### src/lbc_pkg.sv
`timescale 1ns / 1ps
// ----------------------------------------------------------------------------
// lbc_pkg
// shared types and constants of the block cache lookup
// ----------------------------------------------------------------------------
package lbc_pkg;

    localparam int ENTRIES      = 4;
    localparam int MAX_REQUEST  = 4096;
    localparam int IDX_W        = (ENTRIES > 1) ? $clog2(ENTRIES) : 1;
    localparam int CNT_W        = $clog2(ENTRIES + 1);

    localparam int OFF_W        = 32;
    localparam int LEN_W        = 13;
    localparam int BLK_W        = 17;
    localparam int TAG_W        = 25;
    localparam int BOFF_W       = 16;
    localparam int SLOT_W       = 6;
    localparam int STAMP_W      = 64;
    localparam int DIV_STEPS    = OFF_W;
    localparam int DCNT_W       = $clog2(DIV_STEPS + 1);

    localparam int PADDR_W      = 3;
    localparam int PDATA_W      = 32;

    localparam logic [BLK_W-1:0] DEFAULT_BLOCK = BLK_W'(65536);
    localparam logic [BLK_W-1:0] MIN_BLOCK     = BLK_W'(128);
    localparam logic [LEN_W-1:0] MAX_LEN       = LEN_W'(MAX_REQUEST);

    localparam logic REG_BLOCK_BYTES = 1'b0;
    localparam logic REG_TOTAL_BYTES = 1'b1;

    localparam logic STATUS_OK    = 1'b0;
    localparam logic STATUS_RANGE = 1'b1;

    typedef struct packed {
        logic [TAG_W-1:0]   tag;
        logic [BLK_W-1:0]   fill;
        logic [STAMP_W-1:0] stamp;
    } entry_t;

    typedef struct packed {
        logic [BLK_W-1:0] block;
        logic [OFF_W-1:0] total;
        logic             flush;
    } cfg_t;

    typedef struct packed {
        logic              status;
        logic              hit;
        logic [SLOT_W-1:0] slot;
        logic [TAG_W-1:0]  block_number;
        logic [BLK_W-1:0]  fill_bytes;
        logic [BOFF_W-1:0] chunk_offset;
        logic [LEN_W-1:0]  chunk_bytes;
        logic              last;
    } rsp_t;

    typedef enum logic [2:0] {
        ST_IDLE,
        ST_CHECK,
        ST_DIV,
        ST_SCAN,
        ST_DECIDE,
        ST_EMIT
    } state_t;

endpackage

### src/lbc_req_if.sv
`timescale 1ns / 1ps
// ----------------------------------------------------------------------------
// lbc_req_if
// read request channel
// ----------------------------------------------------------------------------
interface lbc_req_if;
    import lbc_pkg::*;

    logic             valid;
    logic             ready;
    logic [OFF_W-1:0] start_offset;
    logic [LEN_W-1:0] byte_count;

    modport source (output valid, output start_offset, output byte_count, input ready);
    modport sink   (input valid, input start_offset, input byte_count, output ready);
endinterface

### src/lbc_rsp_if.sv
`timescale 1ns / 1ps
// ----------------------------------------------------------------------------
// lbc_rsp_if
// chunk result channel
// ----------------------------------------------------------------------------
interface lbc_rsp_if;
    import lbc_pkg::*;

    logic              valid;
    logic              ready;
    logic              status;
    logic              hit;
    logic [SLOT_W-1:0] slot;
    logic [TAG_W-1:0]  block_number;
    logic [BLK_W-1:0]  fill_bytes;
    logic [BOFF_W-1:0] chunk_offset;
    logic [LEN_W-1:0]  chunk_bytes;
    logic              last;

    modport source (output valid, output status, output hit, output slot,
                    output block_number, output fill_bytes, output chunk_offset,
                    output chunk_bytes, output last, input ready);
    modport sink   (input valid, input status, input hit, input slot,
                    input block_number, input fill_bytes, input chunk_offset,
                    input chunk_bytes, input last, output ready);
endinterface

### src/lbc_cfg_regs.sv
`timescale 1ns / 1ps
// ----------------------------------------------------------------------------
// lbc_cfg_regs
// apb register file for block size and file size, flush on every write
// ----------------------------------------------------------------------------
module lbc_cfg_regs
(
    input  logic                         clk,
    input  logic                         rst_n,
    input  logic                         psel,
    input  logic                         penable,
    input  logic                         pwrite,
    input  logic [lbc_pkg::PADDR_W-1:0]  paddr,
    input  logic [lbc_pkg::PDATA_W-1:0]  pwdata,
    output logic [lbc_pkg::PDATA_W-1:0]  prdata,
    output logic                         pready,
    output lbc_pkg::cfg_t                cfg
);
    import lbc_pkg::*;

    logic [BLK_W-1:0] block_reg, block_next;
    logic [OFF_W-1:0] total_reg, total_next;
    logic             flush_reg, flush_next;
    logic             wr;

    assign pready = 1'b1;
    assign wr     = psel && penable && pwrite;

    always_comb
    begin
        block_next = block_reg;
        total_next = total_reg;
        flush_next = 1'b0;
        if (wr)
        begin
            flush_next = 1'b1;
            unique case (paddr[2])
                REG_BLOCK_BYTES: block_next = pwdata[BLK_W-1:0];
                REG_TOTAL_BYTES: total_next = pwdata;
                default:         block_next = block_reg;
            endcase
        end
    end

    always_comb
    begin
        unique case (paddr[2])
            REG_BLOCK_BYTES: prdata = PDATA_W'(block_reg);
            REG_TOTAL_BYTES: prdata = total_reg;
            default:         prdata = '0;
        endcase
    end

    always_ff @(posedge clk or negedge rst_n)
    begin
        if (!rst_n)
        begin
            block_reg <= DEFAULT_BLOCK;
            total_reg <= '0;
            flush_reg <= 1'b0;
        end
        else
        begin
            block_reg <= block_next;
            total_reg <= total_next;
            flush_reg <= flush_next;
        end
    end

    // zero or oversize means 64k, small values clamp up
    always_comb
    begin
        if (block_reg == '0 || block_reg > DEFAULT_BLOCK)
            cfg.block = DEFAULT_BLOCK;
        else if (block_reg < MIN_BLOCK)
            cfg.block = MIN_BLOCK;
        else
            cfg.block = block_reg;
        cfg.total = total_reg;
        cfg.flush = flush_reg;
    end
endmodule

### src/lbc_divider.sv
`timescale 1ns / 1ps
// ----------------------------------------------------------------------------
// lbc_divider
// restoring divider, one quotient bit per cycle
// ----------------------------------------------------------------------------
module lbc_divider
(
    input  logic                        clk,
    input  logic                        rst_n,
    input  logic                        start,
    input  logic [lbc_pkg::OFF_W-1:0]   dividend,
    input  logic [lbc_pkg::BLK_W-1:0]   divisor,
    output logic                        done,
    output logic [lbc_pkg::TAG_W-1:0]   quotient,
    output logic [lbc_pkg::BOFF_W-1:0]  remainder
);
    import lbc_pkg::*;

    logic [DCNT_W-1:0] cnt_reg, cnt_next;
    logic              busy_reg, busy_next;
    logic              done_reg, done_next;
    logic [OFF_W-1:0]  quo_reg, quo_next;
    logic [BLK_W-1:0]  rem_reg, rem_next;
    logic [BLK_W-1:0]  dvs_reg, dvs_next;
    logic [BLK_W:0]    trial;

    always_comb
    begin
        trial     = {rem_reg, quo_reg[OFF_W-1]};
        cnt_next  = cnt_reg;
        busy_next = busy_reg;
        done_next = 1'b0;
        quo_next  = quo_reg;
        rem_next  = rem_reg;
        dvs_next  = dvs_reg;
        if (start)
        begin
            busy_next = 1'b1;
            cnt_next  = '0;
            quo_next  = dividend;
            rem_next  = '0;
            dvs_next  = divisor;
        end
        else if (busy_reg)
        begin
            if (trial >= {1'b0, dvs_reg})
            begin
                rem_next = BLK_W'(trial - {1'b0, dvs_reg});
                quo_next = {quo_reg[OFF_W-2:0], 1'b1};
            end
            else
            begin
                rem_next = trial[BLK_W-1:0];
                quo_next = {quo_reg[OFF_W-2:0], 1'b0};
            end
            cnt_next = cnt_reg + DCNT_W'(1);
            if (cnt_reg == DCNT_W'(DIV_STEPS - 1))
            begin
                busy_next = 1'b0;
                done_next = 1'b1;
            end
        end
    end

    always_ff @(posedge clk or negedge rst_n)
    begin
        if (!rst_n)
        begin
            busy_reg <= 1'b0;
            done_reg <= 1'b0;
            cnt_reg  <= '0;
        end
        else
        begin
            busy_reg <= busy_next;
            done_reg <= done_next;
            cnt_reg  <= cnt_next;
        end
    end

    always_ff @(posedge clk)
    begin
        quo_reg <= quo_next;
        rem_reg <= rem_next;
        dvs_reg <= dvs_next;
    end

    assign done      = done_reg;
    assign quotient  = quo_reg[TAG_W-1:0];
    assign remainder = rem_reg[BOFF_W-1:0];
endmodule

### src/lbc_entry_ram.sv
`timescale 1ns / 1ps
// ----------------------------------------------------------------------------
// lbc_entry_ram
// entry store: tag, fill and stamp per slot, registered read
// ----------------------------------------------------------------------------
module lbc_entry_ram
(
    input  logic                        clk,
    input  logic                        we,
    input  logic [lbc_pkg::IDX_W-1:0]   waddr,
    input  lbc_pkg::entry_t             wdata,
    input  logic [lbc_pkg::IDX_W-1:0]   raddr,
    output lbc_pkg::entry_t             rdata
);
    import lbc_pkg::*;

    entry_t mem [ENTRIES];
    entry_t rdata_reg;

    always_ff @(posedge clk)
    begin
        if (we)
            mem[waddr] <= wdata;
        rdata_reg <= mem[raddr];
    end

    assign rdata = rdata_reg;
endmodule

### src/lru_block_cache_lookup.sv
`timescale 1ns / 1ps
// ----------------------------------------------------------------------------
// lru_block_cache_lookup
// fully associative block cache lookup with least recently stamped eviction
//
//   channel | dir | handshake       | payload
//   req     | in  | valid / ready   | start_offset, byte_count
//   rsp     | out | valid / ready   | status .. last, one per block chunk
//   apb     | in  | psel / penable  | block_bytes @0, total_bytes @4
//
// a rejected or empty request goes from the bounds check straight to emit; else setup
// is a bounds check and a 32 step divide for block and offset, then each chunk
// takes a sequential scan of the entry ram, an update and an emit.
// one request is worked at a time; req.ready is high only when idle.
// reset empties all slots through the valid bits, no clearing pass.
// a held result stalls only the next chunk; the output register decouples rsp.
// ----------------------------------------------------------------------------
module lru_block_cache_lookup
(
    input  logic                         clk,
    input  logic                         rst_n,
    input  logic                         psel,
    input  logic                         penable,
    input  logic                         pwrite,
    input  logic [lbc_pkg::PADDR_W-1:0]  paddr,
    input  logic [lbc_pkg::PDATA_W-1:0]  pwdata,
    output logic [lbc_pkg::PDATA_W-1:0]  prdata,
    output logic                         pready,
    lbc_req_if.sink                      req,
    lbc_rsp_if.source                    rsp
);
    import lbc_pkg::*;

    cfg_t              cfg;
    state_t            state_reg, state_next;

    logic [OFF_W-1:0]  off_reg, off_next;
    logic [LEN_W-1:0]  len_reg, len_next;
    logic [OFF_W-1:0]  base_reg, base_next;
    logic [TAG_W-1:0]  blk_reg, blk_next;
    logic [BOFF_W-1:0] boff_reg, boff_next;
    logic [BLK_W-1:0]  fill_reg, fill_next;
    logic [CNT_W-1:0]  cnt_reg, cnt_next;
    logic              hitf_reg, hitf_next;
    logic [IDX_W-1:0]  hidx_reg, hidx_next;
    logic [BLK_W-1:0]  hfill_reg, hfill_next;
    logic              empf_reg, empf_next;
    logic [IDX_W-1:0]  eidx_reg, eidx_next;
    logic [IDX_W-1:0]  midx_reg, midx_next;
    logic [STAMP_W-1:0] mstamp_reg, mstamp_next;
    logic [STAMP_W-1:0] clock_reg, clock_next;
    logic [ENTRIES-1:0] valid_reg, valid_next;
    logic              more_reg, more_next;
    rsp_t              res_reg, res_next;
    rsp_t              rsp_reg, rsp_next;
    logic              rsp_valid_reg, rsp_valid_next;

    logic              div_start, div_done;
    logic [TAG_W-1:0]  div_quo;
    logic [BOFF_W-1:0] div_rem;

    logic              ram_we;
    logic [IDX_W-1:0]  ram_waddr, ram_raddr;
    entry_t            ram_wdata, ram_rdata;

    logic [IDX_W-1:0]  scan_idx;
    logic [OFF_W:0]    end_pos;
    logic [OFF_W-1:0]  remain;
    logic [BLK_W-1:0]  efill, avail;
    logic [LEN_W-1:0]  need;
    logic [IDX_W-1:0]  slot_sel;
    logic              emit_load;

    lbc_cfg_regs u_cfg
    (
        .clk     (clk),
        .rst_n   (rst_n),
        .psel    (psel),
        .penable (penable),
        .pwrite  (pwrite),
        .paddr   (paddr),
        .pwdata  (pwdata),
        .prdata  (prdata),
        .pready  (pready),
        .cfg     (cfg)
    );

    lbc_divider u_div
    (
        .clk       (clk),
        .rst_n     (rst_n),
        .start     (div_start),
        .dividend  (off_reg),
        .divisor   (cfg.block),
        .done      (div_done),
        .quotient  (div_quo),
        .remainder (div_rem)
    );

    lbc_entry_ram u_ram
    (
        .clk   (clk),
        .we    (ram_we),
        .waddr (ram_waddr),
        .wdata (ram_wdata),
        .raddr (ram_raddr),
        .rdata (ram_rdata)
    );

    assign req.ready = (state_reg == ST_IDLE);
    assign ram_raddr = cnt_reg[IDX_W-1:0];
    assign scan_idx  = IDX_W'(cnt_reg - CNT_W'(1));
    assign end_pos   = {1'b0, off_reg} + (OFF_W+1)'(len_reg);
    assign emit_load = (state_reg == ST_EMIT) && (!rsp_valid_reg || rsp.ready);

    // bytes of the block actually in the file
    always_comb
    begin
        remain = cfg.total - base_reg;
        if (remain > OFF_W'(cfg.block))
            fill_next = cfg.block;
        else
            fill_next = remain[BLK_W-1:0];
    end

    always_comb
    begin
        efill = hitf_reg ? hfill_reg : fill_reg;
        avail = efill - BLK_W'(boff_reg);
        if (BLK_W'(len_reg) > avail)
            need = avail[LEN_W-1:0];
        else
            need = len_reg;
        if (hitf_reg)
            slot_sel = hidx_reg;
        else if (empf_reg)
            slot_sel = eidx_reg;
        else
            slot_sel = midx_reg;
    end

    always_comb
    begin
        state_next     = state_reg;
        off_next       = off_reg;
        len_next       = len_reg;
        base_next      = base_reg;
        blk_next       = blk_reg;
        boff_next      = boff_reg;
        cnt_next       = cnt_reg;
        hitf_next      = hitf_reg;
        hidx_next      = hidx_reg;
        hfill_next     = hfill_reg;
        empf_next      = empf_reg;
        eidx_next      = eidx_reg;
        midx_next      = midx_reg;
        mstamp_next    = mstamp_reg;
        clock_next     = clock_reg;
        valid_next     = valid_reg;
        more_next      = more_reg;
        res_next       = res_reg;
        rsp_next       = rsp_reg;
        div_start      = 1'b0;
        ram_we         = 1'b0;
        ram_waddr      = slot_sel;
        ram_wdata.tag  = blk_reg;
        ram_wdata.fill = efill;
        ram_wdata.stamp = clock_reg + STAMP_W'(1);

        if (emit_load)
            rsp_next = res_reg;
        if (emit_load)
            rsp_valid_next = 1'b1;
        else if (rsp.ready)
            rsp_valid_next = 1'b0;
        else
            rsp_valid_next = rsp_valid_reg;

        unique case (state_reg)
            ST_IDLE:
            begin
                if (req.valid)
                begin
                    off_next   = req.start_offset;
                    len_next   = req.byte_count;
                    state_next = ST_CHECK;
                end
            end
            ST_CHECK:
            begin
                res_next      = '0;
                res_next.last = 1'b1;
                more_next     = 1'b0;
                if (len_reg > MAX_LEN || end_pos > (OFF_W+1)'(cfg.total))
                begin
                    res_next.status = STATUS_RANGE;
                    state_next      = ST_EMIT;
                end
                else if (len_reg == '0)
                begin
                    res_next.status = STATUS_OK;
                    state_next      = ST_EMIT;
                end
                else
                begin
                    div_start  = 1'b1;
                    state_next = ST_DIV;
                end
            end
            ST_DIV:
            begin
                if (div_done)
                begin
                    blk_next    = div_quo;
                    boff_next   = div_rem;
                    base_next   = off_reg - OFF_W'(div_rem);
                    cnt_next    = '0;
                    hitf_next   = 1'b0;
                    empf_next   = 1'b0;
                    midx_next   = '0;
                    mstamp_next = '1;
                    state_next  = ST_SCAN;
                end
            end
            ST_SCAN:
            begin
                if (cnt_reg != '0)
                begin
                    if (valid_reg[scan_idx])
                    begin
                        if (!hitf_reg && ram_rdata.tag == blk_reg)
                        begin
                            hitf_next  = 1'b1;
                            hidx_next  = scan_idx;
                            hfill_next = ram_rdata.fill;
                        end
                        if (ram_rdata.stamp < mstamp_reg)
                        begin
                            mstamp_next = ram_rdata.stamp;
                            midx_next   = scan_idx;
                        end
                    end
                    else if (!empf_reg)
                    begin
                        empf_next = 1'b1;
                        eidx_next = scan_idx;
                    end
                end
                cnt_next = cnt_reg + CNT_W'(1);
                if (cnt_reg == CNT_W'(ENTRIES))
                    state_next = ST_DECIDE;
            end
            ST_DECIDE:
            begin
                ram_we                = 1'b1;
                valid_next[slot_sel]  = 1'b1;
                clock_next            = clock_reg + STAMP_W'(1);
                res_next.status       = STATUS_OK;
                res_next.hit          = hitf_reg;
                res_next.slot         = SLOT_W'(slot_sel);
                res_next.block_number = blk_reg;
                res_next.fill_bytes   = hitf_reg ? '0 : fill_reg;
                res_next.chunk_offset = boff_reg;
                res_next.chunk_bytes  = need;
                res_next.last         = (need == len_reg);
                more_next             = (need != len_reg);
                len_next              = len_reg - need;
                blk_next              = blk_reg + TAG_W'(1);
                boff_next             = '0;
                base_next             = base_reg + OFF_W'(cfg.block);
                state_next            = ST_EMIT;
            end
            ST_EMIT:
            begin
                if (emit_load)
                begin
                    if (more_reg)
                    begin
                        cnt_next    = '0;
                        hitf_next   = 1'b0;
                        empf_next   = 1'b0;
                        midx_next   = '0;
                        mstamp_next = '1;
                        state_next  = ST_SCAN;
                    end
                    else
                        state_next = ST_IDLE;
                end
            end
            default:
                state_next = ST_IDLE;
        endcase

        if (cfg.flush)
            valid_next = '0;
    end

    always_ff @(posedge clk or negedge rst_n)
    begin
        if (!rst_n)
        begin
            state_reg     <= ST_IDLE;
            cnt_reg       <= '0;
            hitf_reg      <= 1'b0;
            empf_reg      <= 1'b0;
            clock_reg     <= '0;
            valid_reg     <= '0;
            more_reg      <= 1'b0;
            rsp_valid_reg <= 1'b0;
        end
        else
        begin
            state_reg     <= state_next;
            cnt_reg       <= cnt_next;
            hitf_reg      <= hitf_next;
            empf_reg      <= empf_next;
            clock_reg     <= clock_next;
            valid_reg     <= valid_next;
            more_reg      <= more_next;
            rsp_valid_reg <= rsp_valid_next;
        end
    end

    always_ff @(posedge clk)
    begin
        off_reg    <= off_next;
        len_reg    <= len_next;
        base_reg   <= base_next;
        blk_reg    <= blk_next;
        boff_reg   <= boff_next;
        fill_reg   <= fill_next;
        hidx_reg   <= hidx_next;
        hfill_reg  <= hfill_next;
        eidx_reg   <= eidx_next;
        midx_reg   <= midx_next;
        mstamp_reg <= mstamp_next;
        res_reg    <= res_next;
        rsp_reg    <= rsp_next;
    end

    assign rsp.valid        = rsp_valid_reg;
    assign rsp.status       = rsp_reg.status;
    assign rsp.hit          = rsp_reg.hit;
    assign rsp.slot         = rsp_reg.slot;
    assign rsp.block_number = rsp_reg.block_number;
    assign rsp.fill_bytes   = rsp_reg.fill_bytes;
    assign rsp.chunk_offset = rsp_reg.chunk_offset;
    assign rsp.chunk_bytes  = rsp_reg.chunk_bytes;
    assign rsp.last         = rsp_reg.last;
endmodule
### src/flat_wrapper.sv
// flat-port wrapper written by rule: the top's interface ports become plain ports
module lru_block_cache_lookup_flat import lbc_pkg::*;
  (clk, rst_n, psel, penable, pwrite, paddr, pwdata, prdata, pready, req_valid, req_start_offset, req_byte_count, req_ready, rsp_valid, rsp_status, rsp_hit, rsp_slot, rsp_block_number, rsp_fill_bytes, rsp_chunk_offset, rsp_chunk_bytes, rsp_last, rsp_ready);
  lbc_req_if req_i ();
  lbc_rsp_if rsp_i ();
  input  logic clk;
  input  logic rst_n;
  input  logic psel;
  input  logic penable;
  input  logic pwrite;
  input  logic [lbc_pkg::PADDR_W-1:0] paddr;
  input  logic [lbc_pkg::PDATA_W-1:0] pwdata;
  output logic [lbc_pkg::PDATA_W-1:0] prdata;
  output logic pready;
  input wire logic [$bits(req_i.valid)-1:0] req_valid;
  input wire logic [$bits(req_i.start_offset)-1:0] req_start_offset;
  input wire logic [$bits(req_i.byte_count)-1:0] req_byte_count;
  output wire logic [$bits(req_i.ready)-1:0] req_ready;
  output wire logic [$bits(rsp_i.valid)-1:0] rsp_valid;
  output wire logic [$bits(rsp_i.status)-1:0] rsp_status;
  output wire logic [$bits(rsp_i.hit)-1:0] rsp_hit;
  output wire logic [$bits(rsp_i.slot)-1:0] rsp_slot;
  output wire logic [$bits(rsp_i.block_number)-1:0] rsp_block_number;
  output wire logic [$bits(rsp_i.fill_bytes)-1:0] rsp_fill_bytes;
  output wire logic [$bits(rsp_i.chunk_offset)-1:0] rsp_chunk_offset;
  output wire logic [$bits(rsp_i.chunk_bytes)-1:0] rsp_chunk_bytes;
  output wire logic [$bits(rsp_i.last)-1:0] rsp_last;
  input wire logic [$bits(rsp_i.ready)-1:0] rsp_ready;
  assign req_i.valid = req_valid;
  assign req_i.start_offset = req_start_offset;
  assign req_i.byte_count = req_byte_count;
  assign req_ready = req_i.ready;
  assign rsp_valid = rsp_i.valid;
  assign rsp_status = rsp_i.status;
  assign rsp_hit = rsp_i.hit;
  assign rsp_slot = rsp_i.slot;
  assign rsp_block_number = rsp_i.block_number;
  assign rsp_fill_bytes = rsp_i.fill_bytes;
  assign rsp_chunk_offset = rsp_i.chunk_offset;
  assign rsp_chunk_bytes = rsp_i.chunk_bytes;
  assign rsp_last = rsp_i.last;
  assign rsp_i.ready = rsp_ready;
  lru_block_cache_lookup u_core (.clk(clk), .rst_n(rst_n), .psel(psel), .penable(penable), .pwrite(pwrite), .paddr(paddr), .pwdata(pwdata), .prdata(prdata), .pready(pready), .req(req_i), .rsp(rsp_i));
endmodule
### config.mk
export PLATFORM = sky130hd
export DESIGN_NAME = lru_block_cache_lookup_flat
export DESIGN_NICKNAME = d
export VERILOG_FILES = /design/src/lbc_pkg.sv /design/src/lbc_req_if.sv /design/src/lbc_rsp_if.sv /design/src/lbc_cfg_regs.sv /design/src/lbc_divider.sv /design/src/lbc_entry_ram.sv /design/src/lru_block_cache_lookup.sv /design/src/flat_wrapper.sv
export SDC_FILE = /design/constraint.sdc
export NUM_CORES = 2
export LEC_CHECK = 0
export BUFFER_PORTS_ARGS = -buffer_cell sky130_fd_sc_hd__buf_2
export CORE_ASPECT_RATIO = 1.5
export CORE_MARGIN = 3
export CORE_UTILIZATION = 60
export CTS_CLUSTER_SIZE = 8
export DETAILED_ROUTE_END_ITERATION = 16
export GPL_TIMING_DRIVEN = 1
export PLACE_DENSITY_LB_ADDON = 0.05
export SETUP_SLACK_MARGIN = 0.05
export SYNTH_ARGS = -nofsm -noshare
export SYNTH_HDL_FRONTEND = slang
export SYNTH_SLANG_ARGS = --single-unit
### constraint.sdc
create_clock -name clk -period 12.9 [get_ports clk]
set_input_delay 0.645 -clock clk [delete_from_list [all_inputs] [get_ports clk]]
set_output_delay 0.645 -clock clk [all_outputs]
set_load 0.01 [all_outputs]
* After elaboration in Yosys (flattened, before gate mapping)
Memory sizes are Yosys's and may differ from the RTL's. A register that Yosys moved wholly into a read port is not among the register bits. Cells that the tools add are included. Widths: inputs -> output; s select.
Cells by class: equal/unequal tests 20, add/subtract/negate cells 12, order comparisons 11, mux-type cells 83, bitwise logic cells 4, reduce and logical (&&, ||, !) cells 33
Operators by type and width (number):
- $mux 64 | 6
- $pmux 64 s3 | 1
- $pmux 80 s2 | 1
- $pmux 32 s2 | 2
- $mux 17 | 6
- $mux 32 | 3
- $add 64x1->64 const B | 1
- $lt 64x64->1 | 1
- $pmux 25 s2 | 1
- $add 32x13->33 | 1
- $gt 33x32->1 | 1
- $add 32x17->32 | 1
- $gt 32x17->1 | 1
- $pmux 16 s2 | 1
- $sub 32x16->32 | 1
- $sub 32x32->32 | 1
- $mux 1 | 27
- $mux 3 | 9
- $mux 13 | 2
- $pmux 13 s2 | 1
- $add 25x1->25 const B | 1
- $eq 25x25->1 | 1
- $mux 25 | 1
- $ge 18x17->1 | 1
- 45 further kinds | 91
Word-level totals: output and inout port bits 115, flip-flop bits (word level) 584, memory bits (writable) 424, input bits 87, memories 1
Memory list:
- u_core.u_ram.mem | depth 4, width 106, rd ports 1, clocked after Yosys merged registers in 1, wr ports 1, RTL line lbc_entry_ram.sv:17 | entry_t mem [ENTRIES];

* Logic depth before layout (Yosys ltp)
depth in word-level cells 9, depth in mapped cells 35

* By module
A second synthesis with hierarchy kept.
Second synthesis, totals: cells, all modules 3969, area, all modules 52128.7 um^2
Modules (own cells, without submodules):
- lru_block_cache_lookup | instances 1, sequential area each 13012.5 um^2, area an instance 28139.5 um^2, cells an instance 2767
- lbc_entry_ram | instances 1, sequential area each 14854.2 um^2, area an instance 17441.7 um^2, cells an instance 664
- lbc_divider | instances 1, sequential area each 2011.9 um^2, area an instance 4125.2 um^2, cells an instance 366
- lbc_cfg_regs | instances 1, sequential area each 1252.5 um^2, area an instance 2422.3 um^2, cells an instance 172

* Least setup slack after synthesis
OpenSTA, ideal clock, no wires.
path kind register -> register, start register u_core.state_reg[2], end memory u_core.u_ram.mem[3][0] in the netlist's numbering, enable pin, period minus slack after synthesis 9033 ps, path slack 3867 ps, required time 12197 ps, data arrival time 8330 ps, library setup time 703 ps, cell stages (with the launch flop) 6, cell sequence dfrtp_1 nor2b_1 nand2b_1 clkbuf_1 clkbuf_1 nor3_1
On the way: cells in the longest elaborated chain, start to end 4
Ends and longest elaborated chain:
- start: declaration | RTL line lru_block_cache_lookup.sv:35 | state_t state_reg, state_next;
- start signal: assignment | RTL line lru_block_cache_lookup.sv:313 | state_reg <= state_next;
- $eq 3x3->1 | RTL line lru_block_cache_lookup.sv:179 | unique case (state_reg)
- $mux 1 | RTL line lru_block_cache_lookup.sv:179
- $mux 1 | RTL line lbc_entry_ram.sv:22 | if (we)
- $mux 1 (not written as such) | RTL line lbc_entry_ram.sv:23 | mem[waddr] <= wdata;
- end: declaration | RTL line lbc_entry_ram.sv:17
No other way between the ends.

* Worst setup path after layout
start register u_core.hitf_reg, end register u_core.len_reg[10] (data pin)
On the way: cells in the longest elaborated chain, start to end 6
Ends and longest elaborated chain:
- start: declaration | RTL line lru_block_cache_lookup.sv:44 | logic hitf_reg, hitf_next;
- start signal: assignment | RTL line lru_block_cache_lookup.sv:315 | hitf_reg <= hitf_next;
- $mux 17 * | RTL line lru_block_cache_lookup.sv:128 | efill = hitf_reg ? hfill_reg : fill_reg;
- $sub 17x16->17 * | RTL line lru_block_cache_lookup.sv:129 | avail = efill - BLK_W'(boff_reg);
- $gt 13x17->1 | RTL line lru_block_cache_lookup.sv:130 | if (BLK_W'(len_reg) > avail)
- $mux 13 * | RTL line lru_block_cache_lookup.sv:130
- named net u_core.need[0] | RTL line lru_block_cache_lookup.sv:70 | logic [LEN_W-1:0] need;
- $sub 13x13->13 * | RTL line lru_block_cache_lookup.sv:267 | len_next = len_reg - need;
- $pmux 13 s2 * | RTL line lru_block_cache_lookup.sv:179
- named net u_core.len_next[10] | RTL line lru_block_cache_lookup.sv:38 | logic [LEN_W-1:0] len_reg, len_next;
- end signal: assignment | RTL line lru_block_cache_lookup.sv:327 | len_reg <= len_next;
- end: declaration | RTL line lru_block_cache_lookup.sv:38
Mark *: on every way through the listed nets, which the timed path passes. The rest lies on a longest branch. A chain may end at the register's enable or synchronous reset.

==> impl_results.md <==
* VDD IR max at 0.0001260 V
* # IOs at 202
* Slowest cell on crit path: or3_1
* Met2 GRT Util at 0.4791
* GRT met1 Usage at 0.3315
* Vias after detailed routing at 31677
* Routed Antenna Nets at 0
* Share of cells above drive strength 1 at 0.1527
* Gr busiest metal: met2
* Area contributors post-synth: edfxtp_1, dfrtp_1, ha_1, dfxtp_1, mux4_2
* H-tree level count at 4
* Global-route wire length before repair at 184500 um
* All-Layer GR Usage at 0.2715
* Horiz. Die Dim at 244.5 um
* Post-Syn Area at 0.05121 mm2
* CP Data Required Time at 13390 ps
* Status: complete, no violations
* Setup violations, final at 0
* WL/cell at 21.64 um
* P per Cell Area at 145.8 mW/mm2
* Global placement routability congestion at 0.9245
* CTS Root Cell: clkbuf_16
* Ys async rst share at 0.1230
* Grt total ovfl at 0
* Most frequent cells in the layout: edfxtp_1, inv_1, nor2_1, nand2_1, ha_1
* Vias in the first global route at 32928
* #FFs+latches synth at 1106
* Prevailing post-synth register cell: edfxtp_1
* Yosys top cell by area: edfxtp_1
* Clock Pin Slew Worst Setup and Hold Paths at 60 ps
* Filler Cell Count at 6201
* Num CTS Buffers at 156
* Count of pins over their slew limit at 0
* CP Max Fanout at 41
* Max reg flops at 424
* Area delta synth->final at 13.37%
* Via-per-instance ratio at 5.796
* Synth cell types at 92
* Yosys top cell area share at 0.4867
* Initial antenna violation count at 2
* Critical Path AT at 8860 ps
* Total power at 0.008464 W
* CTS tree: built
* Residual DRC count at 0
* DIE AREA at 0.08896 mm2
* Met3 GRT Util at 0.04231
* Register area at 0.03114 mm2
* Pleak at 21.45 nW
* Slowest stage delay, CP at 720 ps
* Antenna cells at 0
* Core area at 0.08426 mm2
* Clock Skews at 32.12 ps
* Final hold violations at 0
* Fmax achieved at 119.4 MHz
* Internal reg-to-reg setup slack at 4520 ps
* Pin count of the biggest net entering global routing at 77
* RSZ-0062 raised after global routing: false
* Initial core utilization at 0.6078
* CTS max path bufs at 3
* Startpoint Class: register
* PortBufs at 194
* Critical path type: register to register
* Fin crit period at 8378 ps
* Ys Warns at 0
* Critical path endpoint category: register
* Register area share after synthesis at 0.6079
* Post-synth EDFFs at 830
* Hold crit path type: input port to register
* Final Cycle Share at 0.6495
* Post-DP HPWL at 81370 um
* Final nets at 4547
* Syn Inst Count at 3953
* Drt first pass iters at 5
* Mapped Avg Cell Area at 12.95 um2
* Clock sinks at 1106
* Most common cell after layout, fill and taps aside: edfxtp_1
* Drt initial violations at 2234
* Slew margin rel. at 0.2251
* Total wire length at 118300 um
* Max Cap Viol at 0
* Most used cell, CP: a21oi_1
* Setup TNS Final at 0 ps
* Worst slew pin tran at 1162 ps
* Area of the multi-input gates at 0.01854 mm2
* Clock latency on the worst-skew pair at 760 ps
* Rows at 130
* Die H at 363.8 um
==> area by class of cell <==
type / count / share of cell area
well taps: 1122 / 0.02418
clock inverters: 11 / 0.003103
clock buffers: 279 / 0.07666
flip-flops and latches: 1106 / 0.5364
multi-input cells: 2424 / 0.3193
inverters: 294 / 0.01901
repair buffers: 229 / 0.02140
==> kinds of logic (layout without fill, tap and decap cells) <==
kind of cell	Yosys count	count (layout)	synth area share
AO/OA/AOI/OAI	522	522	0.06541
flip-flops	1106	1106	0.6079
other	2	5	0.0001467
buffers and inverters	426	813	0.03186
adder cells (fa/ha/maj)	251	251	0.06226
XOR/XNOR	296	296	0.05063
multiplexers	247	247	0.07731
AND/OR/NAND/NOR	1103	1103	0.1045
==> through the flow <==
stage / hold slack [ps] / worst slack [ps] / utilization / instance area [um2] / std cells
final: 64.98 / 4522 / 0.6891 / 58060 / 5465
after global routing: 39.69 / 3909 / 0.6891 / 58060 / 5465
after CTS: 20.80 / 4641 / 0.6891 / 58060 / 5465
after detailed placement: 390.3 / 4693 / 0.6340 / 53420 / 5174
after global placement: 388.1 / 4851 / 0.6340 / 53420 / 5174
after floorplan: 349.4 / 3867 / - / 51220 / 3956
==> worst paths after layout <==
kind | from | to | cells past startpoint
max | u_core.hitf_reg | u_core.len_reg[10] | 30
min | req_start_offset[0] | u_core.off_reg[0] | 1
max reg2reg | u_core.hitf_reg | u_core.len_reg[10] | 30
min reg2reg | u_core.u_ram.rdata[77] | u_core.hfill_reg[13] | 0
max in group asynchronous | rst_n | u_core.cnt_reg[1] | 4
min in group asynchronous | rst_n | u_core.u_cfg.total_reg[25] | 2
==> per-layer routing <==
layer / vias up / share of wire
met3: 237 / 0.044
met4: 0 / 0.040
li1: 14916 / -
met2: 816 / 0.52
met5: - / 0
met1: 15708 / 0.40
==> cells in the mapped netlist, types with 8 or more instances <==
master    count
and3_1       41
xor2_1      142
dfrtp_1     135
buf_1        30
edfxtp_1    830
a21oi_1     147
nor3_1       60
o21ai_0     122
ha_1        242
a21boi_0     17
a21o_1       51
nor2b_1      35
o31ai_1      15
o21ai_1      19
dfxtp_1     140
nand3_1      83
inv_1       292
o21a_1       25
nand2_1     281
o211ai_1     13
mux4_2      107
clkbuf_1     90
nand2b_1     53
or3_1        75
mux2i_1      25
o221ai_1      8
a21boi_1      8
o21bai_1      8
nor4_1       29
nor2_1      294
mux2_2      105
xnor2_1     154
and2_1       58
nand4_1      53
a211oi_1     19
mux2_1        9
or2_2        14
a31oi_1      11
==> where the power goes <==
group / internal, W / total [W] / leakage, nW / switching, W
clock: 0.00232 / 0.00380 / 2.19 / 0.00148
combinational: 0.000301 / 0.000745 / 9.64 / 0.000444
sequential: 0.00386 / 0.00392 / 9.62 / 0.0000612
==> what timing repair did <==
action	4_1_cts	5_1_grt
resized for setup	0	0
hold buffers	1	0
hold endpoints to repair	48	0
buffers inserted	0	0
==> critical path, delay by kind of cell, from the launching register on <==
| kind | cells | cell delay [ps] |
|---|---|---|
| compound gates | 16 | 3720 |
| fa+ha+maj | 5 | 1500 |
| simple gates | 5 | 1290 |
| xor+xnor | 1 | 560 |
| buf+inv | 2 | 460 |
| flops | 1 | 320 |
| mux | 1 | 210 |
No activity file was read; power rests on OpenSTA's default activity.
